**config.mk**
```make
export PLATFORM = sky130hd
export DESIGN_NAME = zero_tile_compactor_flat
export DESIGN_NICKNAME = d
export VERILOG_FILES = /design/src/hw/rtl/ztc_pkg.sv /design/src/hw/rtl/ztc_stream_if.sv /design/src/hw/rtl/zero_tile_compactor.sv /design/src/hw/rtl/ztc_tile_ram.sv /design/src/hw/rtl/ztc_seq.sv /design/src/flat_wrapper.sv
export SDC_FILE = /design/constraint.sdc
export NUM_CORES = 2
export LEC_CHECK = 0
export ABC_AREA = 0
export BUFFER_PORTS_ARGS = -buffer_cell sky130_fd_sc_hd__buf_2
export CAP_MARGIN = 20
export CORE_ASPECT_RATIO = 0.8
export CORE_MARGIN = 3
export CORE_UTILIZATION = 38
export CTS_CLUSTER_SIZE = 10
export DETAILED_ROUTE_END_ITERATION = 8
export PLACE_DENSITY_LB_ADDON = 0.15
export SLEW_MARGIN = 15
export SYNTH_ARGS = -nofsm -noshare
export SYNTH_HDL_FRONTEND = slang
export SYNTH_SLANG_ARGS = --single-unit
```
**constraint.sdc**
```tcl
create_clock -name clk -period 6.79 [get_ports clk]
set_input_delay 0.679 -clock clk [delete_from_list [all_inputs] [get_ports clk]]
set_output_delay 0.679 -clock clk [all_outputs]
set_load 0.02 [all_outputs]
```
**src/hw/rtl/ztc_pkg.sv**
```systemverilog
// ============================================================================
// ztc_pkg
// Shared constants, types and memory request structs for the zero tile
// compactor.
// ============================================================================
`default_nettype none

package ztc_pkg;

	// Systolic array edge; a tile is ARRAY_SIZE rows of ARRAY_SIZE/4 words.
	localparam int ARRAY_SIZE = 16;
	localparam int ROW_WORDS  = ARRAY_SIZE / 4;
	localparam int TILE_WORDS = ARRAY_SIZE * ROW_WORDS;
	localparam int BUF_DEPTH  = 64;
	localparam int ADDR_W     = $clog2(BUF_DEPTH);
	localparam int WORD_W     = 32;
	localparam int COUNT_W    = 20;

	typedef logic [WORD_W-1:0]  word_t;
	typedef logic [ADDR_W-1:0]  addr_t;
	typedef logic [COUNT_W-1:0] count_t;

	// Index of the final word of a tile.
	localparam addr_t LAST_POS = addr_t'(TILE_WORDS - 1);

	typedef struct packed {
		logic  en;
		addr_t addr;
		word_t data;
	} ram_wr_t;

	typedef struct packed {
		logic  en;
		addr_t addr;
	} ram_rd_t;

endpackage

`default_nettype wire

```
**src/hw/rtl/ztc_stream_if.sv**
```systemverilog
// ============================================================================
// ztc_stream_if
// Valid/ready channels for weight words in and kept words out.
// ============================================================================
`default_nettype none

interface ztc_in_if
	import ztc_pkg::*;
();
	logic  valid;
	logic  ready;
	word_t weight_word;

	modport source (output valid, output weight_word, input ready);
	modport sink (input valid, input weight_word, output ready);
endinterface

interface ztc_out_if
	import ztc_pkg::*;
();
	logic  valid;
	logic  ready;
	word_t kept_word;
	logic  tile_end;

	modport source (output valid, output kept_word, output tile_end, input ready);
	modport sink (input valid, input kept_word, input tile_end, output ready);
endinterface

`default_nettype wire

```
**src/hw/rtl/zero_tile_compactor.sv**
```systemverilog
// ============================================================================
// zero_tile_compactor
// Removes all-zero tiles from a tile-major stream of packed weight words.
// ============================================================================
// Weight words are accepted one per cycle, except during a replay, and
// written into a 64-entry tile buffer while the sequencer notes whether any
// word of the tile is nonzero. A tile is ARRAY_SIZE rows of ARRAY_SIZE/4
// words (TILE_WORDS words). When its last word arrives, an all-zero tile is
// dropped and filling goes straight on. A tile with a nonzero word is replayed
// from the buffer's single read port, one word per cycle unless the output
// stalls, with tile_end on its final word; input ready is low during the
// replay. The buffer's registered read data is the output register, so the
// next tile may start filling while the final replayed word waits to be
// taken. Only the first tile_count tiles are processed; later words are
// accepted and discarded. Write tile_count only while the block is idle.
// There is no clearing pass after reset.
`default_nettype none

module zero_tile_compactor
	import ztc_pkg::*;
(
	input  wire logic   clk,
	input  wire logic   arst_n,
	input  wire logic   cfg_we,
	input  wire count_t cfg_wdata,
	ztc_in_if.sink      in,
	ztc_out_if.source   out
);

	ram_wr_t ram_wr;
	ram_rd_t ram_rd;
	word_t   rdata;
	logic    in_ready;
	logic    out_valid;
	logic    out_end;

	// Sequencer: owns position, nonzero flag, tile count and replay pointer.
	ztc_seq u_seq (
		.clk       (clk),
		.arst_n    (arst_n),
		.cfg_we    (cfg_we),
		.cfg_wdata (cfg_wdata),
		.in_valid  (in.valid),
		.in_word   (in.weight_word),
		.in_ready  (in_ready),
		.out_ready (out.ready),
		.out_valid (out_valid),
		.out_end   (out_end),
		.ram_wr    (ram_wr),
		.ram_rd    (ram_rd)
	);

	// Tile buffer; its read register holds the word on offer at the output.
	ztc_tile_ram u_ram (
		.clk   (clk),
		.wr    (ram_wr),
		.rd    (ram_rd),
		.rdata (rdata)
	);

	assign in.ready      = in_ready;
	assign out.valid     = out_valid;
	assign out.kept_word = rdata;
	assign out.tile_end  = out_end;

	// Fill and replay never touch the buffer in the same cycle.
	a_no_rw_overlap: assert property (@(posedge clk) disable iff (!arst_n)
		!(ram_wr.en && ram_rd.en))
		else $error("tile buffer written and read in the same cycle");

	// A read must not overwrite a result that has not been taken.
	a_no_overwrite: assert property (@(posedge clk) disable iff (!arst_n)
		ram_rd.en |-> (!out.valid || out.ready))
		else $error("replay read clobbers a pending output transaction");

	// Every issued read is offered at the output on the next cycle.
	a_read_valid: assert property (@(posedge clk) disable iff (!arst_n)
		ram_rd.en |=> out.valid)
		else $error("replay read not presented at the output");

	// Input is stalled while a replay is reading the buffer.
	a_stall_on_replay: assert property (@(posedge clk) disable iff (!arst_n)
		ram_rd.en |-> !in.ready)
		else $error("input ready during tile replay");

endmodule

`default_nettype wire

```
**src/hw/rtl/ztc_tile_ram.sv**
```systemverilog
// ============================================================================
// ztc_tile_ram
// Tile buffer: one write port, one read port, registered read data that holds
// when no read is issued.
// ============================================================================
`default_nettype none

module ztc_tile_ram
	import ztc_pkg::*;
(
	input  wire logic    clk,
	input  wire ram_wr_t wr,
	input  wire ram_rd_t rd,
	output      word_t   rdata
);

	word_t mem [BUF_DEPTH];

	always_ff @(posedge clk) begin
		if (wr.en) begin
			mem[wr.addr] <= wr.data;
		end
	end

	always_ff @(posedge clk) begin
		if (rd.en) begin
			rdata <= mem[rd.addr];
		end
	end

endmodule

`default_nettype wire

```
**src/hw/rtl/ztc_seq.sv**
```systemverilog
// ============================================================================
// ztc_seq
// Fill and replay sequencer: tracks tile position, nonzero flag and tile
// count, and drives the tile buffer ports.
// ============================================================================
`default_nettype none

module ztc_seq
	import ztc_pkg::*;
(
	input  wire logic    clk,
	input  wire logic    arst_n,
	input  wire logic    cfg_we,
	input  wire count_t  cfg_wdata,
	input  wire logic    in_valid,
	input  wire word_t   in_word,
	output      logic    in_ready,
	input  wire logic    out_ready,
	output      logic    out_valid,
	output      logic    out_end,
	output      ram_wr_t ram_wr,
	output      ram_rd_t ram_rd
);

	localparam logic ST_FILL   = 1'b0;
	localparam logic ST_REPLAY = 1'b1;

	logic   state_q;
	addr_t  pos_q;
	addr_t  rd_cnt_q;
	logic   nz_q;
	count_t tiles_seen_q;
	count_t tile_count_q;
	logic   out_valid_q;
	logic   out_end_q;

	logic accept;
	logic live;
	logic store;
	logic nz_next;
	logic last_word;
	logic issue;

	assign in_ready  = (state_q == ST_FILL);
	assign accept    = in_valid && in_ready;
	assign live      = (tiles_seen_q < tile_count_q);
	assign store     = accept && live;
	assign nz_next   = nz_q || (in_word != '0);
	assign last_word = (pos_q == LAST_POS);
	// Issue a read only when the output register is empty or being drained.
	assign issue     = (state_q == ST_REPLAY) && (!out_valid_q || out_ready);

	always_comb begin
		ram_wr.en   = store;
		ram_wr.addr = pos_q;
		ram_wr.data = in_word;
		ram_rd.en   = issue;
		ram_rd.addr = rd_cnt_q;
	end

	assign out_valid = out_valid_q;
	assign out_end   = out_end_q;

	always_ff @(posedge clk or negedge arst_n) begin
		if (!arst_n) begin
			tile_count_q <= '0;
		end else if (cfg_we) begin
			tile_count_q <= cfg_wdata;
		end
	end

	always_ff @(posedge clk or negedge arst_n) begin
		if (!arst_n) begin
			state_q      <= ST_FILL;
			pos_q        <= '0;
			rd_cnt_q     <= '0;
			nz_q         <= 1'b0;
			tiles_seen_q <= '0;
		end else begin
			case (state_q)
				ST_FILL: begin
					if (store) begin
						if (last_word) begin
							pos_q        <= '0;
							nz_q         <= 1'b0;
							tiles_seen_q <= tiles_seen_q + 1'b1;
							rd_cnt_q     <= '0;
							if (nz_next) begin
								state_q <= ST_REPLAY;
							end
						end else begin
							pos_q <= pos_q + 1'b1;
							nz_q  <= nz_next;
						end
					end
				end
				ST_REPLAY: begin
					if (issue) begin
						if (rd_cnt_q == LAST_POS) begin
							rd_cnt_q <= '0;
							state_q  <= ST_FILL;
						end else begin
							rd_cnt_q <= rd_cnt_q + 1'b1;
						end
					end
				end
				default: begin
					state_q <= ST_FILL;
				end
			endcase
		end
	end

	always_ff @(posedge clk or negedge arst_n) begin
		if (!arst_n) begin
			out_valid_q <= 1'b0;
		end else if (issue) begin
			out_valid_q <= 1'b1;
		end else if (out_ready) begin
			out_valid_q <= 1'b0;
		end
	end

	always_ff @(posedge clk) begin
		if (issue) begin
			out_end_q <= (rd_cnt_q == LAST_POS);
		end
	end

endmodule

`default_nettype wire
```
**src/flat_wrapper.sv**
```systemverilog
// flat-port wrapper written by rule: the top's interface ports become plain ports
module zero_tile_compactor_flat import ztc_pkg::*;
  (clk, arst_n, cfg_we, cfg_wdata, in_valid, in_weight_word, in_ready, out_valid, out_kept_word, out_tile_end, out_ready);
  ztc_in_if in_i ();
  ztc_out_if out_i ();
  input  wire logic clk;
  input  wire logic arst_n;
  input  wire logic cfg_we;
  input  wire count_t cfg_wdata;
  input wire logic [$bits(in_i.valid)-1:0] in_valid;
  input wire logic [$bits(in_i.weight_word)-1:0] in_weight_word;
  output wire logic [$bits(in_i.ready)-1:0] in_ready;
  output wire logic [$bits(out_i.valid)-1:0] out_valid;
  output wire logic [$bits(out_i.kept_word)-1:0] out_kept_word;
  output wire logic [$bits(out_i.tile_end)-1:0] out_tile_end;
  input wire logic [$bits(out_i.ready)-1:0] out_ready;
  assign in_i.valid = in_valid;
  assign in_i.weight_word = in_weight_word;
  assign in_ready = in_i.ready;
  assign out_valid = out_i.valid;
  assign out_kept_word = out_i.kept_word;
  assign out_tile_end = out_i.tile_end;
  assign out_i.ready = out_ready;
  zero_tile_compactor u_core (.clk(clk), .arst_n(arst_n), .cfg_we(cfg_we), .cfg_wdata(cfg_wdata), .in(in_i), .out(out_i));
endmodule
```
=== Word level (Yosys, flattened, before mapping) ===
Memory sizes are Yosys's and may differ from the RTL's. A register that Yosys moved wholly into a read port is not among the register bits.
Index checks and enable logic that the tools add are counted.

* Add/subtract/negate cells: 3
* Multiply operators: 0
* Div/mod/pow operators: 0
* $lt $le $gt $ge: 1
* Eq/ne operators: 5
* Shift-type cells: 0
* Multiplexer cells: 17
* Bitwise operators: 1
* Reductions and logical operators: 11

{| class="wikitable"
|+ Operators by type and width
! operator !! count
|-
| nonzero test 32 bit || 1
|-
| two-way mux 6 bit || 5
|-
| adder 20 x 1 -> 20 bit, second input constant || 1
|-
| less-than comparator 20 bit || 1
|-
| adder 6 x 1 -> 6 bit, second input constant || 2
|-
| == test 6 bit, second input constant || 2
|-
| one-hot mux 6 bit (2 select lines) || 1
|-
| two-way mux 1 bit || 10
|-
| != test 2 x 1 -> 1 bit, second input constant || 3
|-
| AND reduction 3 bit || 2
|-
| logical AND 1 bit || 3
|-
| logical OR 1 bit || 2
|-
| one-hot mux 1 bit (2 select lines) || 1
|-
| AND reduction 2 bit || 1
|-
| nonzero test 2 bit || 1
|-
| zero test 1 bit || 1
|-
| NOT 1 bit || 1
|}

* Flip-flop bits (word level): 56
* Bits in latches: 0
* RAM bits: 2048
* Memory bits (read-only): 0
* Output and inout bits: 35
* Logic and storage cells: 47
* Memories kept: 1

{| class="wikitable"
|+ Memories
! name !! depth !! width !! read ports !! clocked after memory_dff !! wr ports !! RTL line !! text
|-
| u_core.u_ram.mem || 64 || 32 || 1 || 1 || 1 || ztc_tile_ram.sv:17 || <nowiki>word_t mem [BUF_DEPTH];</nowiki>
|}

=== Longest topological paths before layout ===
* Word-level depth: 6
* Gate-level depth with buffers: 10
* Gate-level depth less buffers: 8

=== Cells and area by module ===
Synthesis repeated with hierarchy kept, for this count alone.

* Cells, all modules: 3670
* Area, all modules: 82127.5 µm²

{| class="wikitable"
|+ By module, submodules not included
! module !! times used !! cells an instance !! area an instance (µm²) !! sequential area each (µm²)
|-
| ztc_tile_ram || 1 || 3324 || 78835.6 || 62459.9
|-
| ztc_seq || 1 || 346 || 3291.9 || 1406.3
|}

=== Worst setup path after synthesis ===
No wires, ideal clock.

* Kind: reg-to-reg
* From: register u_core.u_seq.tiles_seen_q[17]
* To: memory u_core.u_ram.mem[35][0] (netlist name), enable pin
* Arrival time: 3.502 ns
* Required time: 6.369 ns
* Slack: 2.866 ns
* Cell stages (with the launch flop): 9
* Period minus slack after synthesis: 3.924 ns
* Path through: dfrtp_1 -> ha_1 -> and4_4 -> a2111oi_4 -> o21ai_2 -> a211oi_2 -> buf_2 -> nand4_1 -> nor2_1

* Cells in the longest elaborated chain, start to end: 4

{| class="wikitable"
|+ RTL lines
! what !! RTL line !! text
|-
| start, declared || ztc_seq.sv:32 || <nowiki>count_t tiles_seen_q;</nowiki>
|-
| start signal, assigned || ztc_seq.sv:86 || <nowiki>tiles_seen_q <= tiles_seen_q + 1'b1;</nowiki>
|-
| less-than comparator 20 bit || ztc_seq.sv:46 || <nowiki>assign live = (tiles_seen_q < tile_count_q);</nowiki>
|-
| logical AND 1 bit || ztc_seq.sv:47 || <nowiki>assign store = accept && live;</nowiki>
|-
| two-way mux 1 bit || ztc_tile_ram.sv:20 || <nowiki>if (wr.en) begin</nowiki>
|-
| two-way mux 1 bit (implied by the code) || ztc_tile_ram.sv:21 || <nowiki>mem[wr.addr] <= wr.data;</nowiki>
|-
| end, declared || ztc_tile_ram.sv:17 ||
|}

No other way between the ends.

=== Worst setup path in the final report ===
* From: register u_core.u_seq.tiles_seen_q[18]
* To: memory u_core.u_ram.mem[25][5] (netlist name), enable pin

Same word-level chain as after synthesis.

==> impl_results.md <==
- Status: finished clean
- DP Area: 86,500 um2
- Final Cell Area: 93,200 um2
- Remaining DRCs: 0
- Critical path required time: 7.31 ns
- Critical path launch point type: flop
- # nets final: 4,048
- CTS buffer count: 235
- Clk slew on worst S/H paths: 0.06 ns
- # IOs: 92
- CTS H-tree depth: 4
- Place WS: 2.17 ns
- Leakage: 29.2 nW
- Total power: 0.0315 W
- Via Count: 39,300
- Die area: 220,000 um2
- Site Rows: 151
- Switching Share: 26.1%
- Sequential cell area: 63,900 um2
- WL final: 231,000 um
- Post-Syn Nets: 3,755
- Yosys warns: 0
- Core Area: 212,000 um2
- R2R Path End: u_core.u_ram.mem[25][5]$_DFFE_PP_
- Vias in the first global route: 39,400
- Post-synth top area share: 76.8%
- Fin. max-slew vios: 0
- Initial antenna violation count: 15
- Die width: 523 um
- Final Setup Violations: 0
- Vias per Instance: 5.75
- Worst vdd ir: 0.000264 V
- Hold EP: u_core.u_seq.tile_count_q[8]$_DFFE_PN0P_
- Post-route setup TNS: 0 ns
- Final core occ: 43.9%
- Sequential fraction of design power: 48.0%
- Port bufs: 91
- Placer Congestion: 0.784
- Slew @ Worst Pin: 1.15 ns
- Worst Hold Class: in2reg
- Clk_lat worst skew: 0.86 ns
- Logic gate share of total power: 16.6%
- Library cells used by synthesis: 49
- Final worst slack: 2.17 ns
- Max FO, Critical Path: 24
- Congestion Overflow GR: 0
- Arrival @ worst endpoint: 5.14 ns
- P_int: 0.0233 W
- Slew Limit Headroom: 22.9%
- Max-cap viol count: 0
- Asr flop ratio synth: 2.57%
- Starting Density: 38.3%
- Cell area after synthesis: 81,300 um2
- Root buffer cell: clkbuf_16
- GRT Total Usage: 21.0%
- Power Density: 338 nW/um2
- Max clock buf depth: 3
- Multi-input logic area: 17,100 um2
- Hold Path Depth: 3
- Clock power share: 35.4%
- 1st-pass router iterations: 5
- Crit. End Element: flop
- Synthesized instance count: 3,676
- Fin crit share: 68.0%
- Dominant cells by area after synthesis: edfxtp_1 (77%), mux4_2 (14%), a22oi_1 (3.0%)
- Final Hold Fails: 0
- Most frequent cell after synthesis: edfxtp_1
- Routed Antenna Nets: 0
- Reg2reg start: u_core.u_seq.tiles_seen_q[18]$_DFFE_PN0P_
- Min Tclk post-route: 4.62 ns
- Post-CTS setup buffers: 0
- Psw: 0.00821 W
- Top cells by count, synth: edfxtp_1 (2,081), mux4_2 (512), a22oi_1 (320), nand2_1 (197), clkbuf_1 (130)
- Number of flops mapped to enable cells by yosys: 2,081
- Chip height: 420 um
- WL per Instance: 33.7 um
- Setup CP Type: reg2reg
- DP HPWL: 138,000 um
- Seq/Total Area, Yosys: 78.5%
- F_max: 0.217 GHz
- Share of layout cells above drive strength 1: 28.1%
- Hold path start: cfg_wdata[8]
- #FFs+latches synth: 2,136
- Clk_skew: 0.0571 ns
- Clock sinks: 2,136
- Initial drt markers: 4,802
- CTS tree: built
- Layout fillers: 18,000
- Biggest area consumer among synthesized cells: edfxtp_1
- Post-synth top flop: edfxtp_1
- Reg2reg setup slack: 2.17 ns
- Cell depth of the worst flop-to-flop path: 8
- RSZ-0062 raised after global routing: no
- Largest net degree at the start of global routing: 98
- Avg Cell Area, Syn: 22.1 um2
- First-pass GRT wire length: 322,000 um
- Syn-to-layout area delta: 14.6%
## how the worst max path moves through the flow
stage                                                    startpoint                            endpoint  slack (ns)  cells past startpoint
after floorplan           u_core.u_seq.tiles_seen_q[17]$_DFFE_PN0P_   u_core.u_ram.mem[35][0]$_DFFE_PP_        2.87                      8
after global placement    u_core.u_seq.tiles_seen_q[17]$_DFFE_PN0P_   u_core.u_ram.mem[25][5]$_DFFE_PP_        2.20                      8
after detailed placement  u_core.u_seq.tiles_seen_q[18]$_DFFE_PN0P_   u_core.u_ram.mem[27][5]$_DFFE_PP_        2.17                      8
after CTS                 u_core.u_seq.tiles_seen_q[18]$_DFFE_PN0P_   u_core.u_ram.mem[27][6]$_DFFE_PP_        2.13                      8
after global routing      u_core.u_seq.tiles_seen_q[18]$_DFFE_PN0P_  u_core.u_ram.mem[25][31]$_DFFE_PP_        1.99                      8
final                     u_core.u_seq.tiles_seen_q[18]$_DFFE_PN0P_   u_core.u_ram.mem[25][5]$_DFFE_PP_        2.17                      8
## placed cells by master (no fill, tap or decap), types with 4 or more instances in the layout
| cell | netlist | layout |
|---|---|---|
| nand3_1 | 13 | 13 |
| nor3_1 | 11 | 11 |
| o21ai_0 | 23 | 23 |
| xnor2_1 | 4 | 4 |
| clkinv_8 | 0 | 5 |
| a31o_2 | 6 | 6 |
| nor2_4 | 0 | 67 |
| clkbuf_16 | 0 | 235 |
| inv_16 | 0 | 4 |
| inv_1 | 22 | 22 |
| nor2b_4 | 0 | 4 |
| dfrtp_1 | 55 | 53 |
| buf_12 | 0 | 28 |
| xor2_1 | 15 | 15 |
| buf_16 | 0 | 6 |
| buf_4 | 1 | 131 |
| nor4_2 | 8 | 10 |
| nor2_1 | 74 | 15 |
| buf_2 | 56 | 89 |
| a22oi_1 | 320 | 320 |
| nand4_1 | 15 | 15 |
| clkbuf_1 | 130 | 20 |
| nor2b_1 | 9 | 5 |
| nor4_1 | 10 | 8 |
| o31ai_1 | 5 | 5 |
| diode_2 | 0 | 7 |
| a21oi_1 | 9 | 9 |
| inv_6 | 0 | 4 |
| and3_1 | 8 | 8 |
| ha_1 | 22 | 22 |
| edfxtp_1 | 2081 | 2081 |
| nand2_1 | 197 | 196 |
| or4_1 | 4 | 4 |
| dlygate4sd3_1 | 0 | 11 |
| mux4_2 | 512 | 512 |
## critical path: stages (launching register included)
cell and delay [ns]:
dfrtp_1 0.40, ha_1 0.33, and4_4 0.20, a2111oi_4 0.36, o21ai_2 0.12, a211o_1 0.61
or4_1 0.98, nor2_4 0.81, buf_4 0.41
## routing by layer
| layer | part of all wire, % | track usage, % | routed length (um) |
|---|---|---|---|
| met5 | 0 | 0 | 0 |
| met4 | 1.8 | 4.31 | 4200 |
| met3 | 7.9 | 4.44 | 18200 |
| met2 | 45 | 31.3 | 105000 |
| met1 | 45 | 32.1 | 104000 |
## sequential cells by signal (all words and copies together) (netlist names)
signal	cells
u_core.u_seq.state_q	1
u_core.u_seq.rd_cnt_q	6
u_core.u_seq.tile_count_q	20
u_core.u_seq.tiles_seen_q	20
u_core.u_seq.out_valid	1
u_core.u_seq.out_end	1
u_core.u_seq.nz_q	1
u_core.u_ram.mem	2048
u_core.u_seq.pos_q	6
u_core.u_ram.rdata	32
## cell type report
type,instances,area share (%)
timing repair buffer,266,2.44
sequential,2136,68.5
clock inverter,23,0.424
clock buffer,255,6.39
multi-input combinational,1308,18.3
inverter,22,0.0886
antenna,7,0.0188
tap,2830,3.80
## per-stage QoR
stage	instances	hold slack, ns
floorplan	3676	0.383
global placement	6532	0.465
detailed placement	6540	0.492
CTS	6829	0.00138
global route	6842	0.0200
finish	6847	0.0557
## power by group through the flow
stage / registers, W / clock network, W / logic, W
floorplan: 0.0153 / 0 / 0.00320
global placement: 0.0154 / 0 / 0.00527
detailed placement: 0.0154 / 0 / 0.00528
CTS: 0.0151 / 0.0114 / 0.00529
global route: 0.0151 / 0.0119 / 0.00550
finish: 0.0151 / 0.0112 / 0.00522
## repair_timing
action | in CTS | in global routing
hold buffers | 11 | 0
resized for setup | 0 | 0
endpoints found under the hold margin | 62 | 0
## kinds of logic after synthesis
kind of cell,synth area share (%)
compound gates,3.41
mux,14.2
fa+ha+maj,0.338
buf+inv,1.16
simple gates,2.13
xor+xnor,0.205
flops,78.5
No activity file was read; power rests on OpenSTA's default activity.
